===== src/rtl/hus_pkg.sv =====
`timescale 1ns / 1ps

package hus_pkg;

  localparam int MAX_HOST_DEF  = 512;
  localparam int MAX_INPUT_DEF = 4096;

  localparam logic [7:0] CH_NUL   = 8'h00;
  localparam logic [7:0] CH_COLON = 8'h3A;
  localparam logic [7:0] CH_SLASH = 8'h2F;
  localparam logic [7:0] CH_S     = 8'h73;
  localparam logic [7:0] CH_D0    = 8'h30;
  localparam logic [7:0] CH_D9    = 8'h39;

  localparam logic [15:0] PORT_HTTP  = 16'd80;
  localparam logic [15:0] PORT_HTTPS = 16'd443;
  localparam logic [16:0] PORT_MAX   = 17'd65535;
  localparam logic [16:0] PORT_SAT   = 17'd65536;

  localparam logic [3:0] LEN_HTTP  = 4'd7;
  localparam logic [3:0] LEN_HTTPS = 4'd8;
  localparam logic [3:0] SCHEME_LEN_HTTP  = 4'd4;
  localparam logic [3:0] SCHEME_LEN_HTTPS = 4'd5;

  localparam int TDATA_IN_W  = 8;
  localparam int TDATA_OUT_W = 64;

  typedef enum logic [4:0] {
    PH_PREFIX = 5'b00001,
    PH_HOST   = 5'b00010,
    PH_PORT   = 5'b00100,
    PH_PATH   = 5'b01000,
    PH_SKIP   = 5'b10000
  } phase_t;

  typedef struct packed {
    logic        url_valid;
    logic        is_https;
    logic [15:0] port_number;
    logic [11:0] host_offset;
    logic [8:0]  host_length;
    logic        path_given;
    logic [11:0] path_offset;
    logic [8:0]  path_length;
  } result_t;

  // expected prefix character at index idx
  function automatic logic [7:0] pfx_char(input logic [3:0] idx, input logic secure);
    logic [7:0] c;
    begin
      case (idx)
        4'd0:    c = 8'h68;
        4'd1:    c = 8'h74;
        4'd2:    c = 8'h74;
        4'd3:    c = 8'h70;
        4'd4:    c = secure ? CH_S : CH_COLON;
        4'd5:    c = secure ? CH_COLON : CH_SLASH;
        4'd6:    c = CH_SLASH;
        4'd7:    c = secure ? CH_SLASH : CH_NUL;
        default: c = CH_NUL;
      endcase
      return c;
    end
  endfunction

  function automatic logic [TDATA_OUT_W-1:0] pack_result(input result_t r);
    logic [TDATA_OUT_W-1:0] d;
    begin
      d = '0;
      d[0]     = r.url_valid;
      d[1]     = r.is_https;
      d[17:2]  = r.port_number;
      d[29:18] = r.host_offset;
      d[38:30] = r.host_length;
      d[39]    = r.path_given;
      d[51:40] = r.path_offset;
      d[60:52] = r.path_length;
      return d;
    end
  endfunction

endpackage


===== src/rtl/hus_in_reg.sv =====
`timescale 1ns / 1ps

module hus_in_reg (
  input  logic       clk,
  input  logic       rst_n,
  input  logic       in_tvalid,
  output logic       in_tready,
  input  logic [7:0] in_byte,
  input  logic       take,
  output logic       byte_vld,
  output logic [7:0] byte_val
);

  logic       vld_r;
  logic       vld_nxt;
  logic [7:0] byte_r;

  assign in_tready = !vld_r || take;
  assign vld_nxt   = (in_tvalid && in_tready) || (vld_r && !take);

  always_ff @(posedge clk) begin
    if (!rst_n) begin
      vld_r <= 1'b0;
    end else begin
      vld_r <= vld_nxt;
    end
  end

  always_ff @(posedge clk) begin
    if (in_tvalid && in_tready) begin
      byte_r <= in_byte;
    end
  end

  assign byte_vld = vld_r;
  assign byte_val = byte_r;

endmodule


===== src/rtl/hus_core.sv =====
`timescale 1ns / 1ps

module hus_core #(
  parameter int MAX_HOST  = hus_pkg::MAX_HOST_DEF,
  parameter int MAX_INPUT = hus_pkg::MAX_INPUT_DEF
) (
  input  logic              clk,
  input  logic              rst_n,
  input  logic              byte_vld,
  input  logic [7:0]        byte_val,
  input  logic              res_ready,
  output logic              byte_take,
  output logic              res_vld,
  output hus_pkg::result_t  res
);

  localparam int HCW = $clog2(MAX_HOST + 1);
  localparam int PCW = $clog2(MAX_HOST);
  localparam int BPW = $clog2(MAX_INPUT + 2);

  hus_pkg::phase_t  phase_r, phase_nxt;
  logic [3:0]       pfx_cnt_r, pfx_cnt_nxt;
  logic             https_r, https_nxt;
  logic [BPW-1:0]   pos_r, pos_nxt;
  logic [3:0]       host_start_r, host_start_nxt;
  logic [HCW-1:0]   host_cnt_r, host_cnt_nxt;
  logic [16:0]      port_acc_r, port_acc_nxt;
  logic             port_pres_r, port_pres_nxt;
  logic [11:0]      path_start_r, path_start_nxt;
  logic [PCW-1:0]   path_cnt_r, path_cnt_nxt;
  logic             err_r, err_nxt;

  // state seen by the body logic (prefix bytes replayed as host when in prefix phase)
  hus_pkg::phase_t  e_phase;
  logic             e_https;
  logic [3:0]       e_host_start;
  logic [HCW-1:0]   e_host_cnt;
  logic [16:0]      e_port_acc;
  logic             e_port_pres;
  logic [11:0]      e_path_start;
  logic [PCW-1:0]   e_path_cnt;
  logic             e_err;

  logic [3:0]       rp_host;
  logic             is_term;
  logic             pfx_s_hit;
  logic             pfx_hit;
  logic [3:0]       pfx_inc;
  logic [19:0]      port_mul;
  logic             is_digit;
  logic             host_bad;
  logic             port_bad;
  logic             f_err;
  logic             f_valid;

  assign is_term   = (byte_val == hus_pkg::CH_NUL);
  assign byte_take = byte_vld && (!is_term || res_ready);
  assign is_digit  = (byte_val >= hus_pkg::CH_D0) && (byte_val <= hus_pkg::CH_D9);
  assign pfx_s_hit = (pfx_cnt_r == hus_pkg::SCHEME_LEN_HTTP) && !https_r &&
                     (byte_val == hus_pkg::CH_S);
  assign pfx_hit   = (byte_val == hus_pkg::pfx_char(pfx_cnt_r, https_r));
  assign pfx_inc   = pfx_cnt_r + 4'd1;

  always_comb begin
    rp_host      = https_r ? hus_pkg::SCHEME_LEN_HTTPS : hus_pkg::SCHEME_LEN_HTTP;
    if (pfx_cnt_r < rp_host) begin
      rp_host = pfx_cnt_r;
    end
    e_phase      = phase_r;
    e_https      = https_r;
    e_host_start = host_start_r;
    e_host_cnt   = host_cnt_r;
    e_port_acc   = port_acc_r;
    e_port_pres  = port_pres_r;
    e_path_start = path_start_r;
    e_path_cnt   = path_cnt_r;
    e_err        = err_r;
    if (phase_r == hus_pkg::PH_PREFIX) begin
      e_phase      = hus_pkg::PH_HOST;
      e_https      = 1'b0;
      e_host_start = 4'd0;
      e_host_cnt   = HCW'(rp_host);
      if (pfx_cnt_r > rp_host) begin
        e_phase     = hus_pkg::PH_PORT;
        e_port_pres = 1'b1;
        e_port_acc  = '0;
      end
      if (pfx_cnt_r > rp_host + 4'd1) begin
        e_phase      = hus_pkg::PH_PATH;
        e_err        = 1'b1;
        e_path_start = 12'(rp_host + 4'd1);
        e_path_cnt   = PCW'(1);
      end
    end
  end

  assign host_bad = (e_host_cnt == '0) || (e_host_cnt >= HCW'(MAX_HOST));
  assign port_bad = (e_port_acc == '0) || (e_port_acc > hus_pkg::PORT_MAX);
  assign port_mul = {e_port_acc, 3'b000} + {2'b00, e_port_acc, 1'b0} +
                    {16'd0, byte_val[3:0]};

  always_comb begin
    phase_nxt      = e_phase;
    pfx_cnt_nxt    = pfx_cnt_r;
    https_nxt      = e_https;
    host_start_nxt = e_host_start;
    host_cnt_nxt   = e_host_cnt;
    port_acc_nxt   = e_port_acc;
    port_pres_nxt  = e_port_pres;
    path_start_nxt = e_path_start;
    path_cnt_nxt   = e_path_cnt;
    err_nxt        = e_err;
    pos_nxt        = pos_r;
    if (pos_r <= BPW'(MAX_INPUT)) begin
      pos_nxt = pos_r + BPW'(1);
    end
    if ((phase_r == hus_pkg::PH_PREFIX) && (pfx_s_hit || pfx_hit)) begin
      phase_nxt      = phase_r;
      https_nxt      = https_r;
      host_start_nxt = host_start_r;
      host_cnt_nxt   = host_cnt_r;
      port_acc_nxt   = port_acc_r;
      port_pres_nxt  = port_pres_r;
      path_start_nxt = path_start_r;
      path_cnt_nxt   = path_cnt_r;
      err_nxt        = err_r;
      pfx_cnt_nxt    = pfx_inc;
      if (pfx_s_hit) begin
        https_nxt = 1'b1;
      end else if (pfx_inc == (https_r ? hus_pkg::LEN_HTTPS : hus_pkg::LEN_HTTP)) begin
        phase_nxt      = hus_pkg::PH_HOST;
        host_start_nxt = pfx_inc;
        host_cnt_nxt   = '0;
      end
    end else begin
      unique case (e_phase)
        hus_pkg::PH_HOST: begin
          if (byte_val == hus_pkg::CH_COLON) begin
            err_nxt       = e_err | host_bad;
            port_pres_nxt = 1'b1;
            port_acc_nxt  = '0;
            phase_nxt     = hus_pkg::PH_PORT;
          end else if (byte_val == hus_pkg::CH_SLASH) begin
            err_nxt        = e_err | host_bad;
            phase_nxt      = hus_pkg::PH_PATH;
            path_start_nxt = 12'(pos_r);
            path_cnt_nxt   = PCW'(1);
          end else if (e_host_cnt < HCW'(MAX_HOST)) begin
            host_cnt_nxt = e_host_cnt + HCW'(1);
          end
        end
        hus_pkg::PH_PORT: begin
          if (is_digit) begin
            port_acc_nxt = (port_mul > 20'(hus_pkg::PORT_MAX)) ? hus_pkg::PORT_SAT
                                                                : port_mul[16:0];
          end else begin
            err_nxt = e_err | port_bad;
            if (byte_val == hus_pkg::CH_SLASH) begin
              phase_nxt      = hus_pkg::PH_PATH;
              path_start_nxt = 12'(pos_r);
              path_cnt_nxt   = PCW'(1);
            end else begin
              phase_nxt = hus_pkg::PH_SKIP;
            end
          end
        end
        hus_pkg::PH_PATH: begin
          if (e_path_cnt < PCW'(MAX_HOST - 1)) begin
            path_cnt_nxt = e_path_cnt + PCW'(1);
          end
        end
        default: begin
        end
      endcase
    end
  end

  always_comb begin
    f_err = e_err;
    if (e_phase == hus_pkg::PH_HOST) begin
      f_err = e_err | host_bad;
    end else if (e_phase == hus_pkg::PH_PORT) begin
      f_err = e_err | port_bad;
    end
    f_valid = !f_err && (pos_r <= BPW'(MAX_INPUT));
    res = '0;
    if (f_valid) begin
      res.url_valid   = 1'b1;
      res.is_https    = e_https;
      res.port_number = e_port_pres ? e_port_acc[15:0]
                                    : (e_https ? hus_pkg::PORT_HTTPS : hus_pkg::PORT_HTTP);
      res.host_offset = 12'(e_host_start);
      res.host_length = 9'(e_host_cnt);
      if (e_phase == hus_pkg::PH_PATH) begin
        res.path_given  = 1'b1;
        res.path_offset = e_path_start;
        res.path_length = 9'(e_path_cnt);
      end
    end
  end

  assign res_vld = byte_take && is_term;

  always_ff @(posedge clk) begin
    if (!rst_n || res_vld) begin
      phase_r      <= hus_pkg::PH_PREFIX;
      pfx_cnt_r    <= '0;
      https_r      <= 1'b0;
      pos_r        <= '0;
      host_start_r <= '0;
      host_cnt_r   <= '0;
      port_acc_r   <= '0;
      port_pres_r  <= 1'b0;
      path_start_r <= '0;
      path_cnt_r   <= '0;
      err_r        <= 1'b0;
    end else if (byte_take) begin
      phase_r      <= phase_nxt;
      pfx_cnt_r    <= pfx_cnt_nxt;
      https_r      <= https_nxt;
      pos_r        <= pos_nxt;
      host_start_r <= host_start_nxt;
      host_cnt_r   <= host_cnt_nxt;
      port_acc_r   <= port_acc_nxt;
      port_pres_r  <= port_pres_nxt;
      path_start_r <= path_start_nxt;
      path_cnt_r   <= path_cnt_nxt;
      err_r        <= err_nxt;
    end
  end

endmodule


===== src/rtl/hus_out_reg.sv =====
`timescale 1ns / 1ps

module hus_out_reg (
  input  logic                                clk,
  input  logic                                rst_n,
  input  logic                                res_vld,
  input  hus_pkg::result_t                    res,
  output logic                                res_ready,
  output logic                                out_tvalid,
  input  logic                                out_tready,
  output logic [hus_pkg::TDATA_OUT_W-1:0]     out_tdata
);

  logic                              vld_r;
  logic                              vld_nxt;
  logic [hus_pkg::TDATA_OUT_W-1:0]   data_r;

  assign res_ready = !vld_r || out_tready;
  assign vld_nxt   = res_vld || (vld_r && !out_tready);

  always_ff @(posedge clk) begin
    if (!rst_n) begin
      vld_r <= 1'b0;
    end else begin
      vld_r <= vld_nxt;
    end
  end

  always_ff @(posedge clk) begin
    if (res_vld) begin
      data_r <= hus_pkg::pack_result(res);
    end
  end

  assign out_tvalid = vld_r;
  assign out_tdata  = data_r;

endmodule


===== src/rtl/http_url_splitter.sv =====
`timescale 1ns / 1ps

// channel | dir | ports                         | item
// in_     | in  | in_tvalid/in_tready/in_tdata  | one URL byte, zero ends the URL
// out_    | out | out_tvalid/out_tready/out_tdata | one parsed URL per zero byte
//
// One byte per cycle sustained unless a stalled out_ holds a terminator: input register, parse update, result register.
// A terminator passes the input register, then the result register, which drives out_tvalid.
// rst_n (synchronous) clears the parser state and the valid flags of both registers.
// A stalled out_ holds the next terminator in the input register; in_ stalls behind it.

module http_url_splitter #(
  parameter int MAX_HOST  = hus_pkg::MAX_HOST_DEF,
  parameter int MAX_INPUT = hus_pkg::MAX_INPUT_DEF
) (
  input  logic                             clk,
  input  logic                             rst_n,
  input  logic                             in_tvalid,
  output logic                             in_tready,
  input  logic [hus_pkg::TDATA_IN_W-1:0]   in_tdata,   // [7:0] url_byte
  output logic                             out_tvalid,
  input  logic                             out_tready,
  // [0] url_valid, [1] is_https, [17:2] port_number, [29:18] host_offset,
  // [38:30] host_length, [39] path_given, [51:40] path_offset, [60:52] path_length
  output logic [hus_pkg::TDATA_OUT_W-1:0]  out_tdata
);

  logic             byte_vld;
  logic [7:0]       byte_val;
  logic             byte_take;
  logic             res_vld;
  logic             res_ready;
  hus_pkg::result_t res;

  hus_in_reg u_in (
    .clk       (clk),
    .rst_n     (rst_n),
    .in_tvalid (in_tvalid),
    .in_tready (in_tready),
    .in_byte   (in_tdata),
    .take      (byte_take),
    .byte_vld  (byte_vld),
    .byte_val  (byte_val)
  );

  hus_core #(
    .MAX_HOST  (MAX_HOST),
    .MAX_INPUT (MAX_INPUT)
  ) u_core (
    .clk       (clk),
    .rst_n     (rst_n),
    .byte_vld  (byte_vld),
    .byte_val  (byte_val),
    .res_ready (res_ready),
    .byte_take (byte_take),
    .res_vld   (res_vld),
    .res       (res)
  );

  hus_out_reg u_out (
    .clk        (clk),
    .rst_n      (rst_n),
    .res_vld    (res_vld),
    .res        (res),
    .res_ready  (res_ready),
    .out_tvalid (out_tvalid),
    .out_tready (out_tready),
    .out_tdata  (out_tdata)
  );

endmodule

===== config.mk =====
export PLATFORM = sky130hd
export DESIGN_NAME = http_url_splitter
export DESIGN_NICKNAME = d
export VERILOG_FILES = /design/src/rtl/hus_pkg.sv /design/src/rtl/hus_in_reg.sv /design/src/rtl/hus_core.sv /design/src/rtl/hus_out_reg.sv /design/src/rtl/http_url_splitter.sv
export SDC_FILE = /design/constraint.sdc
export NUM_CORES = 1
export LEC_CHECK = 0
export BUFFER_PORTS_ARGS = -buffer_cell sky130_fd_sc_hd__buf_4
export CAP_MARGIN = 20
export CORE_UTILIZATION = 54
export CTS_CLUSTER_DIAMETER = 50
export CTS_CLUSTER_SIZE = 20
export DETAILED_ROUTE_END_ITERATION = 6
export GPL_TIMING_DRIVEN = 0
export MAX_ROUTING_LAYER = met4
export PLACE_DENSITY_LB_ADDON = 0.08
export RECOVER_POWER = 50
export SYNTH_ARGS = -nofsm -noshare
export SYNTH_HDL_FRONTEND = slang
export SYNTH_SLANG_ARGS = --single-unit
export TNS_END_PERCENT = 5

===== constraint.sdc =====
create_clock -name clk -period 5.1 [get_ports clk]
set_input_delay 0.51 -clock clk [delete_from_list [all_inputs] [get_ports clk]]
set_output_delay 0.51 -clock clk [all_outputs]
set_load 0.02 [all_outputs]

# Word-level counts from Yosys, hierarchy flattened
# Cells that the tools add are included.
[word_totals] reg_bits=148 latch_bits=0 ramBits=0 rom_bits=0 input_bits=12 mem_count=0
[classes] add_sub_neg=8 multipliers=0 div_mod_pow=0 n_lt_le_gt_ge=11 eq_ne=19 shift=0 n_mux=68 bitwise_logic=3 reduce_logical=38
[ops] op="$mux W17" count=5
[ops] op="$mux W10" count=8
[ops] op="$mux W9" count=7
[ops] op="$mux W61" count=1
[ops] op="$mux W12" count=5
[ops] op="$pmux W8 S7" count=1
[ops] op="$mux W5" count=9
[ops] op="$pmux W17 S2" count=1
[ops] op="$mux W4" count=7
[ops] op="$pmux W9 S3" count=1
[ops] op="$pmux W12 S2" count=1
[ops] op="$mux W22" count=1
[ops] op="$add A20 B18 Y20" count=1
[ops] op="$add A20 B4 Y20" count=1
[ops] op="$gt A20 B16 Y1 const B" count=1
[ops] op="$gt A17 B16 Y1 const B" count=1
[ops] op="$logic_not A17 Y1" count=1
[ops] op="$eq A4 B3 Y1 const B" count=4
[ops] op="$eq A8 B6 Y1 const B" count=2
[ops] op="$mux W16" count=1
[ops] op="$mux W1" count=15
[ops] op="$add A13 B1 Y13 const B" count=1
[ops] op="$le A13 B13 Y1 const B" count=1
[ops] op="$add A10 B1 Y10 const B" count=1
[ops] op="other kinds (37)" count=70

# Depth between registers and ports, before layout
# Gate-level depths: netlist (run 1).
[depth] depth_word=14 depth_mapped=26

# Hierarchy
# A second synthesis (run 1) with hierarchy kept.
[unflattened] hier_cells=867 hier_area_um2=8405.6
[by_module_without_submodules] module="hus_core" instances=1 cells_per_inst=785 area_per_inst_um2=6200.9
[by_module_without_submodules] module="hus_out_reg" instances=1 cells_per_inst=69 area_per_inst_um2=1906.8
[by_module_without_submodules] module="hus_in_reg" instances=1 cells_per_inst=13 area_per_inst_um2=297.8

# Worst setup path after synthesis (run 1)
# No wires, ideal clock.
[synth_timing] path_kind="register to register" start="register u_core.pfx_cnt_r[0]" end="register u_core.port_acc_r[10]" setup_ns=0.070 arrival_time_ns=5.331 path_slack_ns=-0.301 stages_incl_launch_ff=25 n_path_buf=2 period_less_slack_ns=5.401 cell_sequence="dfxtp_1 inv_1 ha_1 nand2b_1 a21oi_1 mux2i_1 inv_1 ha_1 nor2_1 a211oi_2 nand2b_1 buf_2 nand2_1 fa_1 inv_1 fa_1 a211oi_2 o21ai_1 a21oi_1 nor3_1 or3_1 a2111o_1 buf_2 o32a_1 a21oi_1"
[synth_between] elab_chain_cells=11 elab_cells_between_ends=36
[synth_lines] element="start: declaration" line_no="hus_core.sv:22" text="logic [3:0] pfx_cnt_r, pfx_cnt_nxt;"
[synth_lines] element="start signal: assignment" line_no="hus_core.sv:219" text="pfx_cnt_r <= pfx_cnt_nxt;"
[synth_lines] element="$lt A4 B4 Y1" line_no="hus_core.sv:66" text="if (pfx_cnt_r < rp_host) begin"
[synth_lines] element="$mux W4" line_no="hus_core.sv:66"
[synth_lines] element="$gt A4 B4 Y1" line_no="hus_core.sv:83" text="if (pfx_cnt_r > rp_host) begin"
[synth_lines] element="$mux W17" line_no="hus_core.sv:83"
[synth_lines] element="$mux W17" line_no="hus_core.sv:78" text="if (phase_r == hus_pkg::PH_PREFIX) begin"
[synth_lines] element="$add A20 B18 Y20" line_no="hus_core.sv:99" text="assign port_mul = {e_port_acc, 3'b000} + {2'b00, e_port_acc, 1'b0} +"
[synth_lines] element="$add A20 B4 Y20" line_no="hus_core.sv:99"
[synth_lines] element="$gt A20 B16 Y1" line_no="hus_core.sv:154" text="port_acc_nxt = (port_mul > 20'(hus_pkg::PORT_MAX)) ? hus_pkg::PORT_SAT"
[synth_lines] element="$mux W17" line_no="hus_core.sv:154"
[synth_lines] element="$mux W17" line_no="hus_core.sv:153" text="if (is_digit) begin"
[synth_lines] element="$pmux W17 S2" line_no="hus_core.sv:136" text="unique case (e_phase)"
[synth_lines] element="end signal: assignment" line_no="hus_core.sv:224" text="port_acc_r <= port_acc_nxt;"
[synth_lines] element="end: declaration" line_no="hus_core.sv:27" text="logic [16:0] port_acc_r, port_acc_nxt;"
# Several ways; a longest one is shown, not always the timed one.
# A chain may end at the register's enable or synchronous reset.

# Worst setup path after layout (run 1)
[layout_timing] start="register u_core.pfx_cnt_r[0]" end="register u_core.port_acc_r[9]"
# Same word-level chain as after synthesis.

==> results of run 1 <==
cells by family (layout without fill, tap and decap cells):
kind of cell / after synthesis / in the layout / share of synthesized area
mux: 4 / 4 / 0.00483
buf+inv: 103 / 220 / 0.0551
xor+xnor: 37 / 37 / 0.0391
compound gates: 253 / 253 / 0.212
other cells: 2 / 12 / 0.000906
fa+ha+maj: 51 / 51 / 0.0788
flops: 140 / 140 / 0.412
simple gates: 313 / 313 / 0.197
synthesized netlist by cell type, types with 4 or more instances:
| cell type | instances | share of area |
|---|---|---|
| a22o_1 | 12 | 0.013 |
| dfxtp_1 | 79 | 0.19 |
| a311oi_1 | 4 | 0.0042 |
| a21oi_1 | 66 | 0.040 |
| a21o_1 | 12 | 0.011 |
| o21ai_1 | 5 | 0.0030 |
| edfxtp_1 | 61 | 0.22 |
| nand2_1 | 69 | 0.031 |
| xor2_1 | 17 | 0.018 |
| o211a_1 | 4 | 0.0048 |
| nor4_1 | 13 | 0.0098 |
| mux2i_1 | 4 | 0.0048 |
| o31ai_1 | 4 | 0.0036 |
| a211oi_1 | 8 | 0.0072 |
| o22ai_1 | 5 | 0.0038 |
| and3_1 | 36 | 0.027 |
| o211ai_1 | 9 | 0.0082 |
| o21ai_0 | 51 | 0.031 |
| nor3b_1 | 5 | 0.0045 |
| xnor2_1 | 20 | 0.021 |
| and2_1 | 7 | 0.0053 |
| buf_4 | 12 | 0.011 |
| a31oi_1 | 11 | 0.0083 |
| o21a_1 | 9 | 0.0082 |
| nand3_1 | 22 | 0.013 |
| or3_1 | 11 | 0.0083 |
| inv_1 | 45 | 0.020 |
| nor2_1 | 70 | 0.032 |
| o32a_1 | 10 | 0.012 |
| nor3_1 | 20 | 0.012 |
| nand4_1 | 21 | 0.016 |
| nor2b_1 | 6 | 0.0045 |
| buf_2 | 14 | 0.0085 |
| ha_1 | 49 | 0.074 |
| clkbuf_1 | 27 | 0.012 |
| o2111ai_1 | 4 | 0.0042 |
| o221a_2 | 8 | 0.011 |
| nand2b_1 | 10 | 0.0075 |
worst max path at each step:
stage	end	start	slack, ps	depth (start not counted)
6_report	u_core.port_acc_r[9]$_SDFFE_PP0P_	u_core.pfx_cnt_r[0]$_SDFFE_PP0P_	-210	23
5_1_grt	u_core.port_acc_r[9]$_SDFFE_PP0P_	u_core.pfx_cnt_r[0]$_SDFFE_PP0P_	-320	23
4_1_cts	u_core.port_acc_r[15]$_SDFFE_PP0P_	u_core.pfx_cnt_r[0]$_SDFFE_PP0P_	-50	24
3_5_place_dp	u_core.port_acc_r[16]$_SDFFE_PP0P_	u_core.pfx_cnt_r[0]$_SDFFE_PP0P_	-1110	25
3_3_place_gp	u_core.port_acc_r[13]$_SDFFE_PP0P_	u_core.pfx_cnt_r[0]$_SDFFE_PP0P_	-1190	25
2_1_floorplan	u_core.port_acc_r[7]$_SDFFE_PP0P_	u_core.pfx_cnt_r[0]$_SDFFE_PP0P_	30	23
power groups by stage:
stage | Clock, mW | Sequential, mW | Combinational, mW
4_1_cts | 1.26 | 1.20 | 0.305
3_3_place_gp | 0 | 1.23 | 0.292
2_1_floorplan | 0 | 1.22 | 0.214
6_report | 1.25 | 1.20 | 0.330
3_5_place_dp | 0 | 1.23 | 0.294
5_1_grt | 1.31 | 1.20 | 0.360
cells in the final DEF (no fill, tap or decap), types with 11 or more instances in the layout:
cell type / instances
nor4_1: 13
clkbuf_1: 80
and3_1: 36
nand3_1: 22
dfxtp_1: 75
buf_4: 36
ha_1: 41
a21oi_1: 61
nor2_1: 69
conb_1: 12
inv_1: 36
nand2_1: 65
a21o_1: 12
xor2_1: 17
edfxtp_1: 61
xnor2_1: 20
clkbuf_16: 18
nor3_1: 19
a22o_1: 12
o21ai_0: 49
a31oi_1: 11
nand4_1: 21
metrics by stage:
stage	total power, mW	utilization
6_report	2.78	0.668
5_1_grt	2.87	0.668
4_1_cts	2.76	0.675
3_5_place_dp	1.52	0.617
3_3_place_gp	1.52	0.615
2_1_floorplan	1.43	-
per-layer routing:
metal / part of all wire / track usage
met4: 0.024 / 0.106
met1: 0.45 / 0.413
met2: 0.44 / 0.427
met3: 0.087 / 0.0654
met5: 0 / -
registers in the layout (all words and copies together) (netlist names), 4 cells and up:
register / flops
u_core.host_cnt_r: 10
u_core.host_start_r: 4
u_core.path_cnt_r: 9
u_core.path_start_r: 12
u_core.pfx_cnt_r: 4
u_core.phase_r: 5
u_core.port_acc_r: 17
u_core.pos_r: 13
u_in.byte_val: 8
u_out.out_tdata: 53
what timing repair did:
item	CTS	global route
hold endpoints to repair	0	0
gates cloned	1	0
endpoints found under the setup margin	20	21
resized for setup	42	21
pin swaps	25	19
buffers inserted	13	7
area by class of cell:
cell class	count	area, µm²	share of cell area
tap	184	230	0.0233
clock buffer	18	450	0.0457
timing repair buffer	88	462	0.0468
sequential	140	3420	0.347
multi-input combinational	670	4680	0.474
buffer	54	294	0.0298
inverter	46	175	0.0178
clock inverter	14	150	0.0152
==> results.toml, run 1 <==
[drt]
num_vias = 7554
drtIter0Drc = 696
drc_errors = 0
vias_per_cell = 6.22
wl_per_cell_um = 18.4
ant_nets = 0
drtPass1Iterations = 6
wl_um = 22400

[setup_path]
crit_slowest_cell = "a2111o_1"
path_cells = "inv_4 > ha_4 > nand2b_4 > a21oi_4 > mux2i_4 > inv_2 > ha_4 > nor2_2 > a211oi_2 > nand2b_4 > nand2_4 > fa_1 > inv_2 > fa_2 > a211oi_4 > o21ai_2 > a21oi_2 > nor3_2 > or3_4 > a2111o_1 > buf_6 > o32a_1 > a21oi_1"
critPathTopFamily = "compound AO/OA/AOI/OAI gates"
arrival_ps = 5670
required_ps = 5460
cp_slowest_stage_delay_ps = 530
rr_worst_depth = 23
path_class = "flop to flop"
r2r-start = "u_core.pfx_cnt_r[0]$_SDFFE_PP0P_"
reg2reg_slack_ps = -210
reg2reg_to = "u_core.port_acc_r[9]$_SDFFE_PP0P_"
endpoint_kind = "flop"
start_kind = "flop"
critPathBufInv = 4
cp_max_fo = 8

[global_route]
grt_pass1_vias = 6976
overflow = 0
grt_pass1_wl_um = 36100
grt_max_degree = 38
grt_usage = 0.298
antenna_found_initial = 0

[final_layout]
area_growth_pct = 19.0
nFillCells = 1245
drive_gt1_frac = 0.160
layout.nets = 1080
antennaDiodeCount = 0
stdcell_area_um2 = 9860
fin_cells = 1214

[synthesis]
syn_inst = 903
ys_ff_latch = 140
ys.flop_type = "dfxtp_1"
synthArstFlopShare = 0
synthDistinctLibCells = 74
ys_seq_area_frac = 0.412
syn_area_um2 = 8290
syn_area_per_cell_um2 = 9.18
synth_edf_count = 61
ys_warn_count = 0

[die]
rows = 44
die_h_um = 126
core_area_um2 = 14800
start_util = 0.562
ios = 78
die_area_um2 = 15800
die_w_um = 126

[sta]
hold_viol = 0
finalCritPeriodShare = 1.04
worst_pin_slew_ps = 1890
maxSlewHeadroom = -0.263
setup_tns_ps = -2430
hold_slack_ps = 283
max_freq_mhz = 188
drv_slew = 57
worst_slack_ps = -209
setup_viol = 17
min_period_ps = 5310
finalClockSkew_ps = 8.25
rsz0062_at_grt = "true"

[status]
status = "finished with violations"
violations = "capacitance limit, slew limit, setup timing"

[cts]
ctsRootBufferMaster = "clkbuf_16"
htree_levels = 4
cts_tree = "done"
worstSkewPairLatency_ps = 430
cts_sinks = 140
numCtsBuffers = 17
cts_hold_buf = 0
cts_buffer_depth = 2
clkTransAtPathRegs_ps = 60

[hold_path]
min_path_type = "input pin to flop"
hold_depth = 1
whs_endpoint = "u_in.byte_val[6]$_DFFE_PP_"
worstHoldStart = "in_tdata[6]"

[power]
p_comb_frac = 0.119
sw_frac_of_total = 0.275
p_per_area_nw_per_um2 = 282
power.switching_uw = 765
p_seq_frac = 0.432
p_leak_nw = 3.96
p_clk_frac = 0.449
ir_drop_mv = 0.235
p_int_mw = 2.02

[placed_design]
dp.cells = 1164
postPlaceCellArea_um2 = 9100
portBuffers = 66
hpwl_um = 15900
routabilityCongestion = 0.950
pre_cts_slack_ps = -1110

[run]
cap_violations = 2
(Power assumes the default switching activity.)
==> inputs of run 2 (changes only) <==
--- a/config.mk
+++ b/config.mk
@@ -5,7 +5,7 @@
 export SDC_FILE = /design/constraint.sdc
 export NUM_CORES = 1
 export LEC_CHECK = 0
-export BUFFER_PORTS_ARGS = -buffer_cell sky130_fd_sc_hd__buf_4
+export BUFFER_PORTS_ARGS = -buffer_cell sky130_fd_sc_hd__buf_2
 export CAP_MARGIN = 20
 export CORE_UTILIZATION = 54
 export CTS_CLUSTER_DIAMETER = 50
==> run 2 against run 1 <==
Critical endpoint is now u_core.port_acc_r[4]$_SDFFE_PP0P_. The flow still finishes with violations (capacitance limit, slew limit, setup timing). Power fell by 2.4%. Worst hold slack got worse by 27 ps. Clock skew rose by 1.3 ps. Critical path type unchanged. Non-clock buffer count fell by 4.
==> results.toml, run 2 (synthesis results as in run 1) <==
[status]
status = "finished with violations"
violations = "capacitance limit, slew limit, setup timing"

[setup_path]
reg2reg_slack_ps = -70
cp_slowest_stage_delay_ps = 490
crit_slowest_cell = "a2111o_1"
rr_worst_depth = 22
arrival_ps = 5520
cp_max_fo = 7
start_kind = "flop"
required_ps = 5450
critPathMostFrequentCell = "ha_4"
endpoint_kind = "flop"
path_cells = "nand2b_4 > a21oi_4 > mux2i_4 > inv_2 > ha_4 > nor2_4 > a211oi_4 > nand2b_4 > nand2_1 > inv_2 > ha_4 > ha_4 > fa_2 > a211oi_4 > o21ai_2 > a21oi_2 > nor3_2 > or3_4 > a2111o_1 > buf_6 > o32a_1 > a21oi_2"
reg2reg_to = "u_core.port_acc_r[4]$_SDFFE_PP0P_"
path_class = "flop to flop"
r2r-start = "u_core.pfx_cnt_r[1]$_SDFFE_PP0P_"

[die]
die_w_um = 126
die_area_um2 = 15800
rows = 44
start_util = 0.562
core_area_um2 = 14800
ios = 78
die_h_um = 126

[placed_design]
dp.cells = 1164
routabilityCongestion = 0.940
hpwl_um = 16100
pre_cts_slack_ps = -923
portBuffers = 66

[hold_path]
min_path_type = "input pin to flop"
whs_endpoint = "u_in.byte_val[2]$_DFFE_PP_"
worstHoldStart = "in_tdata[2]"
hold_depth = 1

[power]
ir_drop_mv = 0.261
p_per_area_nw_per_um2 = 276
p_leak_nw = 3.93
fin_total_pwr_mw = 2.71

[cts]
worstSkewPairLatency_ps = 430
clkTransAtPathRegs_ps = 60
numCtsBuffers = 17
htree_levels = 4
cts_tree = "done"
cts_sinks = 140
cts_buffer_depth = 2
ctsRootBufferMaster = "clkbuf_16"
cts_hold_buf = 0

[sta]
finalCritPeriodShare = 1.01
drv_slew = 57
hold_viol = 0
setup_tns_ps = -178
worst_slack_ps = -71.9
rsz0062_at_grt = "true"
maxSlewHeadroom = -0.225
finalClockSkew_ps = 9.58
min_period_ps = 5170
worst_pin_slew_ps = 1840
max_freq_mhz = 193
setup_viol = 6

[global_route]
overflow = 0
antenna_found_initial = 0
grt_max_degree = 38
grt_usage = 0.296
grt_pass1_vias = 6789
grt_pass1_wl_um = 35500

[drt]
wl_um = 22500
wl_per_cell_um = 18.6
num_vias = 7450
vias_per_cell = 6.16
ant_nets = 0
drtPass1Iterations = 5
drc_errors = 0
drtIter0Drc = 719

[run]
cap_violations = 2

[final_layout]
final_cell_mix = "clkbuf_1 (81), dfxtp_1 (75), nor2_1 (68)"
antennaDiodeCount = 0
finish.utilization = 0.667
layout.nets = 1076
fin_cells = 1210
area_growth_pct = 18.7
multi_input_area_um2 = 4730
largest_reg_flops = 53
final_common_cell = "clkbuf_1"
seq_area_um2 = 3420
drive_gt1_frac = 0.164
nFillCells = 1269
run 2: worst max path at each step:
stage / from / endpoint / slack, ps / depth (start not counted)
after floorplan: u_core.pfx_cnt_r[0]$_SDFFE_PP0P_ / u_core.port_acc_r[7]$_SDFFE_PP0P_ / 30 / 23
final: u_core.pfx_cnt_r[1]$_SDFFE_PP0P_ / u_core.port_acc_r[4]$_SDFFE_PP0P_ / -70 / 22
after detailed placement: u_core.pfx_cnt_r[0]$_SDFFE_PP0P_ / u_core.port_acc_r[16]$_SDFFE_PP0P_ / -920 / 25
after global routing: u_core.pfx_cnt_r[0]$_SDFFE_PP0P_ / u_core.port_acc_r[4]$_SDFFE_PP0P_ / -190 / 24
after global placement: u_core.pfx_cnt_r[0]$_SDFFE_PP0P_ / u_core.port_acc_r[13]$_SDFFE_PP0P_ / -950 / 25
after CTS: u_core.pfx_cnt_r[0]$_SDFFE_PP0P_ / u_core.port_acc_r[7]$_SDFFE_PP0P_ / -70 / 23
run 2: report_power, final:
part	internal (mW)	switching, mW
logic	0.112	0.216
clock network	0.695	0.487
registers	1.18	0.0213
total	1.99	0.725
run 2: repair_timing:
item / CTS / global route
gates cloned: 1 / 0
endpoints found under the setup margin: 18 / 17
gates resized for setup: 46 / 31
pin swaps: 35 / 15
buffers inserted: 12 / 4
run 2: final cells by class:
type / instances / area share
buffer: 54 / 0.0305
clock buffer: 22 / 0.0504
clock inverter: 10 / 0.00827
inverter: 46 / 0.0178
multi-input combinational: 670 / 0.481
sequential: 140 / 0.348
tap: 184 / 0.0234
timing repair buffer: 84 / 0.0408
run 2: through the flow:
step,instance area (µm²),hold WS [ps]
after floorplan,8350,432
after global placement,8910,444
after detailed placement,8940,451
after CTS,9780,242
after global routing,9840,241
final,9840,256
run 2: critical path: cells and delay by family (launching register included):
family                     cells  cell delay [ps]
AOI/OAI and AO/OA              8             1930
buffers and inverters          3              350
muxes                          1              260
and+or+nand+nor                6             1030
adders and majority gates      4             1100
DFF                            1              420
run 2: layer usage:
layer / up-vias / share of wire / global-route usage
met4: 0 / 0.018 / 0.0950
li1: 3561 / - / -
met3: 31 / 0.073 / 0.0556
met1: 3550 / 0.47 / 0.413
met5: - / 0 / -
met2: 308 / 0.44 / 0.432
